<file path="config.mk">
export PLATFORM = sky130hd
export DESIGN_NAME = url_percent_encoder
export DESIGN_NICKNAME = d
export VERILOG_FILES = /design/src/rtl/core/upe_pkg.sv /design/src/rtl/core/upe_front.sv /design/src/rtl/core/upe_queue.sv /design/src/rtl/core/upe_back.sv /design/src/rtl/core/url_percent_encoder.sv
export SDC_FILE = /design/constraint.sdc
export NUM_CORES = 1
export LEC_CHECK = 0
export ABC_CLOCK_PERIOD_IN_PS = 3760
export BUFFER_PORTS_ARGS = -buffer_cell sky130_fd_sc_hd__buf_2
export CAP_MARGIN = 20
export CORE_MARGIN = 10
export CORE_UTILIZATION = 54
export DETAILED_ROUTE_END_ITERATION = 10
export PLACE_DENSITY_LB_ADDON = 0.1
export SETUP_SLACK_MARGIN = 0.05
export SLEW_MARGIN = 20
export SYNTH_ARGS = -nofsm -noshare
export SYNTH_HDL_FRONTEND = slang
export SYNTH_HIERARCHICAL = 1
export SYNTH_SLANG_ARGS = --single-unit
</file>
<file path="constraint.sdc">
create_clock -name i_clk -period 3.76 [get_ports i_clk]
set_input_delay 0.376 -clock i_clk [delete_from_list [all_inputs] [get_ports i_clk]]
set_output_delay 0.376 -clock i_clk [all_outputs]
set_load 0.03 [all_outputs]
</file>
<file path="src/rtl/core/upe_pkg.sv">
package upe_pkg;

    localparam int unsigned CHAR_W  = 16;
    localparam int unsigned SPACE_W = 20;
    localparam int unsigned IDX_W   = 3;

    localparam logic [SPACE_W-1:0] CAP_RESET = 20'hFFFFF;

    localparam logic [7:0] ASCII_PCT = 8'h25;
    localparam logic [7:0] ASCII_U   = 8'h75;

    typedef enum logic [1:0] {
        FORM_RAW  = 2'd0,
        FORM_PCT  = 2'd1,
        FORM_WIDE = 2'd2
    } t_form;

    typedef struct packed {
        logic [CHAR_W-1:0] code;
        t_form             form;
    } t_job;

    typedef struct packed {
        logic       last;
        logic [7:0] data;
    } t_sym;

    function automatic logic [7:0] upe_hex(input logic [3:0] v);
        logic [7:0] r;
        if (v < 4'd10) begin
            r = 8'h30 + {4'd0, v};
        end else begin
            r = 8'h37 + {4'd0, v};
        end
        return r;
    endfunction

    function automatic t_sym upe_byte(input logic [CHAR_W-1:0] code, input t_form form,
                                      input logic [IDX_W-1:0] idx);
        t_sym s;
        s.last = 1'b0;
        s.data = ASCII_PCT;
        case (form)
            FORM_RAW: begin
                s.data = code[7:0];
                s.last = 1'b1;
            end
            FORM_PCT: begin
                case (idx)
                    3'd0:    s.data = ASCII_PCT;
                    3'd1:    s.data = upe_hex(code[7:4]);
                    default: begin
                        s.data = upe_hex(code[3:0]);
                        s.last = 1'b1;
                    end
                endcase
            end
            default: begin
                case (idx)
                    3'd0:    s.data = ASCII_PCT;
                    3'd1:    s.data = ASCII_U;
                    3'd2:    s.data = upe_hex(code[15:12]);
                    3'd3:    s.data = upe_hex(code[11:8]);
                    3'd4:    s.data = upe_hex(code[7:4]);
                    default: begin
                        s.data = upe_hex(code[3:0]);
                        s.last = 1'b1;
                    end
                endcase
            end
        endcase
        return s;
    endfunction

endpackage

</file>
<file path="src/rtl/core/upe_front.sv">
module upe_front (
    input  logic                        i_clk,
    input  logic                        i_rst_n,
    input  logic                        i_cfg_we,
    input  logic [upe_pkg::SPACE_W-1:0] i_cfg_data,
    input  logic                        i_in_valid,
    output logic                        o_in_ready,
    input  logic [upe_pkg::CHAR_W-1:0]  i_char_code,
    input  logic                        i_pass_through,
    input  logic                        i_restart,
    input  logic                        i_q_full,
    output logic                        o_push,
    output upe_pkg::t_job               o_job
);
    import upe_pkg::*;

    logic [SPACE_W-1:0] r_capacity;
    logic [SPACE_W-1:0] r_space;
    logic [SPACE_W-1:0] n_space;
    logic [SPACE_W-1:0] space_eff;
    logic               unres;
    logic               accept;

    assign o_in_ready = !i_q_full;
    assign accept     = i_in_valid && !i_q_full;
    assign space_eff  = i_restart ? r_capacity : r_space;

    always_comb begin
        unres = (i_char_code inside {[16'h41:16'h5A], [16'h61:16'h7A], [16'h30:16'h39],
                                     16'h2D, 16'h5F, 16'h2E, 16'h7E});
        o_job.code = i_char_code;
        o_job.form = FORM_RAW;
        o_push     = 1'b0;
        n_space    = space_eff;
        if ((unres || i_pass_through) && space_eff > 20'd1) begin
            o_job.form = FORM_RAW;
            o_push     = accept;
            n_space    = space_eff - 20'd1;
        end else if (i_char_code < 16'd256 && space_eff > 20'd3) begin
            o_job.form = FORM_PCT;
            o_push     = accept;
            n_space    = space_eff - 20'd3;
        end else if (space_eff > 20'd6) begin
            o_job.form = FORM_WIDE;
            o_push     = accept;
            n_space    = space_eff - 20'd6;
        end
    end

    always_ff @(posedge i_clk) begin
        if (!i_rst_n) begin
            r_capacity <= CAP_RESET;
            r_space    <= CAP_RESET;
        end else begin
            if (i_cfg_we) begin
                r_capacity <= i_cfg_data;
            end
            if (accept) begin
                r_space <= n_space;
            end
        end
    end

endmodule

</file>
<file path="src/rtl/core/upe_queue.sv">
module upe_queue #(
    parameter int unsigned DEPTH = 4
) (
    input  logic          i_clk,
    input  logic          i_rst_n,
    input  logic          i_push,
    input  upe_pkg::t_job i_job,
    input  logic          i_pop,
    output upe_pkg::t_job o_head,
    output logic          o_empty,
    output logic          o_full
);
    import upe_pkg::*;

    localparam int unsigned PW = (DEPTH > 1) ? $clog2(DEPTH) : 1;
    localparam int unsigned CW = $clog2(DEPTH + 1);

    t_job            r_mem [DEPTH];
    logic [PW-1:0]   r_wr;
    logic [PW-1:0]   r_rd;
    logic [CW-1:0]   r_cnt;
    logic            do_push;
    logic            do_pop;

    assign o_empty = (r_cnt == '0);
    assign o_full  = (r_cnt == CW'(DEPTH));
    assign o_head  = r_mem[r_rd];
    assign do_push = i_push && !o_full;
    assign do_pop  = i_pop && !o_empty;

    always_ff @(posedge i_clk) begin
        if (!i_rst_n) begin
            r_wr  <= '0;
            r_rd  <= '0;
            r_cnt <= '0;
        end else begin
            if (do_push) begin
                r_wr <= (r_wr == PW'(DEPTH - 1)) ? '0 : r_wr + 1'b1;
            end
            if (do_pop) begin
                r_rd <= (r_rd == PW'(DEPTH - 1)) ? '0 : r_rd + 1'b1;
            end
            if (do_push && !do_pop) begin
                r_cnt <= r_cnt + 1'b1;
            end else if (do_pop && !do_push) begin
                r_cnt <= r_cnt - 1'b1;
            end
        end
    end

    always_ff @(posedge i_clk) begin
        if (do_push) begin
            r_mem[r_wr] <= i_job;
        end
    end

endmodule

</file>
<file path="src/rtl/core/upe_back.sv">
module upe_back (
    input  logic          i_clk,
    input  logic          i_rst_n,
    input  upe_pkg::t_job i_head,
    input  logic          i_empty,
    output logic          o_pop,
    output logic          o_out_valid,
    input  logic          i_out_ready,
    output logic [7:0]    o_out_byte,
    output logic          o_run_end
);
    import upe_pkg::*;

    logic             r_busy;
    t_job             r_job;
    logic [IDX_W-1:0] r_idx;
    logic             r_ovalid;
    logic [7:0]       r_byte;
    logic             r_end;

    logic             load_ok;
    logic             take;
    t_job             src;
    logic [IDX_W-1:0] idx;
    t_sym             sym;

    assign load_ok = !r_ovalid || i_out_ready;
    assign take    = load_ok && (r_busy || !i_empty);
    assign o_pop   = load_ok && !r_busy && !i_empty;
    assign src     = r_busy ? r_job : i_head;
    assign idx     = r_busy ? r_idx : '0;
    assign sym     = upe_byte(src.code, src.form, idx);

    assign o_out_valid = r_ovalid;
    assign o_out_byte  = r_byte;
    assign o_run_end   = r_end;

    always_ff @(posedge i_clk) begin
        if (!i_rst_n) begin
            r_busy   <= 1'b0;
            r_ovalid <= 1'b0;
        end else begin
            if (take) begin
                r_ovalid <= 1'b1;
                r_busy   <= !sym.last;
            end else if (i_out_ready) begin
                r_ovalid <= 1'b0;
            end
        end
    end

    always_ff @(posedge i_clk) begin
        if (take) begin
            r_byte <= sym.data;
            r_end  <= sym.last;
            r_idx  <= idx + 1'b1;
            if (!r_busy) begin
                r_job <= i_head;
            end
        end
    end

endmodule

</file>
<file path="src/rtl/core/url_percent_encoder.sv">
// URL percent encoder. Each request carries one 16-bit character and yields one byte
// (unreserved or pass-through), "%XX" (codes below 256) or "%uXXXX", with uppercase
// hex, or nothing when the remaining space (reloaded from capacity on restart) is too
// small. The front takes one request per cycle while the job queue has room; the back
// drives one output byte per cycle while i_out_ready allows, so a character yields 1,
// 3 or 6 bytes and a dropped one is not queued. Output throughput is bounded by the
// byte-wide output register; the queue absorbs short stalls on either side.
module url_percent_encoder #(
    parameter int unsigned QUEUE_DEPTH = 4
) (
    input  logic                        i_clk,
    input  logic                        i_rst_n,
    input  logic                        i_cfg_we,
    input  logic [upe_pkg::SPACE_W-1:0] i_cfg_data,
    input  logic                        i_in_valid,
    output logic                        o_in_ready,
    input  logic [upe_pkg::CHAR_W-1:0]  i_char_code,
    input  logic                        i_pass_through,
    input  logic                        i_restart,
    output logic                        o_out_valid,
    input  logic                        i_out_ready,
    output logic [7:0]                  o_out_byte,
    output logic                        o_run_end
);
    import upe_pkg::*;

    logic q_full;
    logic q_empty;
    logic push;
    logic pop;
    t_job job_in;
    t_job job_head;

    upe_front u_front (
        .i_clk          (i_clk),
        .i_rst_n        (i_rst_n),
        .i_cfg_we       (i_cfg_we),
        .i_cfg_data     (i_cfg_data),
        .i_in_valid     (i_in_valid),
        .o_in_ready     (o_in_ready),
        .i_char_code    (i_char_code),
        .i_pass_through (i_pass_through),
        .i_restart      (i_restart),
        .i_q_full       (q_full),
        .o_push         (push),
        .o_job          (job_in)
    );

    upe_queue #(
        .DEPTH (QUEUE_DEPTH)
    ) u_queue (
        .i_clk   (i_clk),
        .i_rst_n (i_rst_n),
        .i_push  (push),
        .i_job   (job_in),
        .i_pop   (pop),
        .o_head  (job_head),
        .o_empty (q_empty),
        .o_full  (q_full)
    );

    upe_back u_back (
        .i_clk       (i_clk),
        .i_rst_n     (i_rst_n),
        .i_head      (job_head),
        .i_empty     (q_empty),
        .o_pop       (pop),
        .o_out_valid (o_out_valid),
        .i_out_ready (i_out_ready),
        .o_out_byte  (o_out_byte),
        .o_run_end   (o_run_end)
    );

endmodule
</file>
==> metrics <==
share of cells above drive strength 1 19.4%; DIE AREA 20900 µm²; most frequent cells in the layout edfxtp_1 (102), nand2_1 (67), buf_2 (53), mux2i_1 (52), dfxtp_1 (51); TritonCTS clock tree yes; sequential cell area 4080 µm²; routed vias 6120; Slew @ Worst Pin 0.970 ns; Final setup viols 0; PostCTS Resize Cnt 0; nets@finish 869; post-DP HPWL 14.0 mm; post-DR vias/cell 6.11; initial core utilization 55.0%; Max Cap Viol 0; final hold violations 0; highest clock rate 297 MHz; Setup crit end kind flop; CTS root buf clkbuf_16; mapped cell area 8360 µm²; P per Cell Area 703 nW/µm²; Worst Hold Depth 3; P&R area growth vs syn 11.4%; Sw Share 36.6%; Placement Cell Area 8770 µm²; R2R Path End u_queue/r_mem[0][5]; DRT Pass-1 Iters 5; gr usage total 18.9%; commonest non-fill, non-tap cell in the layout edfxtp_1; Finished Layout Cells 1002; syn_nets 814; Post-Route WL 19.4 mm; # port buffers 53; Synth Area per Inst 11.2 µm²; Critical Path AT 3.40 ns; initial antenna violation count 0; Worst-path clk slew 0.06 ns; CP Data Required Time 3.80 ns; Worst slew margin 35.3%; Synth Flop Type edfxtp_1; Setup CP Type input port to flop; Post-CTS Setup Repair Bufs 0; Seq pwr share 37.7%; routed len/inst 19.4 µm; Hold Buf Count CTS 0; register area share after synthesis 48.9%; fillers 1210; core area 15200 µm²; status finished clean; reg-to-reg startpoint u_front/r_space[5]; Max Clock Skew 0.00678 ns; CP startpoint kind input port; Sw Pwr 2.40 mW; Final Cell Area 9310 µm²; DRC Markers 0; Tmin final 3.36 ns; flop2flop setup slack 0.43 ns; Clock Latency Late Sink 0.42 ns; Yosys warning count 6; Distinct cells, synth 82; Synth async-reset ratio 0%; Die Y 144 µm; Post-Synthesis Cells 747; sink of the worst hold path u_front/r_capacity[10]; GP Congestion 0.901; Post-DRT Antenna Nets 0; P_leak 3.56 nW; Pint 4.15 mW; Post-synth EDFFs 102; number of H-tree levels 4; Logic pwr share 37.8%; Clk pwr share 24.5%; CTS Buffer Depth 2; flop and latch count out of synthesis 153; Congestion Overflow GR 0; maximum vdd drop 0.400 mV; max-slew violation count 0; Multi-input gate area 3810 µm²; vias in the first global route 5880; first-pass GRT wire length 30.8 mm; hold path startpoint i_cfg_data[10]; Sink Count 153; Num CTS Buffers 17; Tightest Hold Check Type input port to flop; ANT cells 0; fin crit share 89.4%; largest net degree at the start of global routing 32; placed cell count 971; die width 144 µm; Rows 45; R2R depth 12; Initial DRC Count 570; I/O Pins 54; RSZ-0062 raised after global routing false; Max FO, Critical Path 26
[critical path, cell delays in order]
cell	delay [ns]
buf_2	0.41
buf_4	0.26
nor3_1	0.05
o22ai_1	0.24
nor4_4	0.08
buf_4	0.18
o211ai_4	0.08
nand2_1	0.10
nand2_1	0.12
nor2_1	0.06
nor2_1	0.08
nor2b_1	0.35
buf_4	0.22
and2_1	0.77
[layer usage]
metal | track usage (%) | routed length [µm]
met3 | 3.94 | 1120
met4 | 7.02 | 317
met2 | 27.7 | 8730
met5 | 0 | 0
met1 | 26.8 | 9230
[power groups by stage]
stage          clock [mW]  combinational, mW  sequential [mW]
2_1_floorplan           0               1.73             2.57
3_3_place_gp            0               2.39             2.49
3_5_place_dp            0               2.45             2.50
4_1_cts              1.63               2.46             2.47
5_1_grt              1.71               2.71             2.50
6_report             1.60               2.47             2.47
[Yosys cell counts (10+ instances only)]
master	n	area share, %
ha_1	23	3.4
mux2i_1	53	6.3
nor2b_1	12	0.90
mux2_2	11	1.5
clkbuf_1	16	0.72
nand2_1	67	3.0
nand3_1	12	0.72
edfxtp_1	102	37
buf_4	17	1.5
o21ai_0	30	1.8
o31ai_1	14	1.3
mux4_2	10	2.7
dfxtp_1	51	12
inv_1	33	1.5
nor2_1	41	1.8
nor3_1	30	1.8
a21oi_1	46	2.8
[cell type report]
cell class | instances | share of cell area, %
well taps | 188 | 2.53
flip-flops and latches | 153 | 43.8
repair buffers | 85 | 5.43
inverters | 34 | 1.37
multi-input cells | 511 | 40.9
clock buffers | 20 | 4.69
clock inverters | 11 | 1.20
[through the flow]
step / worst slack (ns) / setup TNS [ns] / hold WS (ns) / total power [mW] / utilization (%)
6_report: 0.398 / 0 / 0.165 / 6.55 / 61.3
5_1_grt: 0.146 / 0 / 0.167 / 6.93 / 61.3
4_1_cts: 0.375 / 0 / 0.149 / 6.56 / 61.3
3_5_place_dp: -0.0642 / -1.34 / 0.480 / 4.95 / 57.7
3_3_place_gp: 0.0593 / 0 / 0.481 / 4.88 / 57.7
2_1_floorplan: 0.128 / 0 / 0.441 / 4.30 / -
[worst max path at each step]
stage                         start                   to
after CTS                 i_restart  u_queue/r_mem[1][5]
after global placement    i_restart  u_queue/r_mem[1][2]
after detailed placement  i_restart  u_queue/r_mem[1][6]
final                     i_restart  u_queue/r_mem[0][5]
after global routing      i_restart     u_queue/r_cnt[2]
after floorplan           i_restart     u_queue/r_cnt[2]
[logic make-up (layout without fill, tap and decap cells)]
kind of cell | Yosys count | count (layout) | share of synthesized area (%)
buffers and inverters | 83 | 150 | 5.61
muxes | 86 | 86 | 13.7
xor gates and xnor gates | 11 | 11 | 1.15
and+or+nand+nor | 227 | 227 | 14.0
adders and majority gates | 24 | 24 | 3.68
DFF | 153 | 153 | 48.9
AOI/OAI and AO/OA | 163 | 163 | 13.1
[registers in the layout, indices dropped and copies added, names as in the netlist, 3 cells and up, named ones only]
name,flops
u_back/o_out_byte,8
u_back/r_idx,3
u_back/r_job,18
u_front/r_capacity,20
u_front/r_space,20
u_queue/r_cnt,3
u_queue/r_mem,72
(Power assumes the default switching activity.)
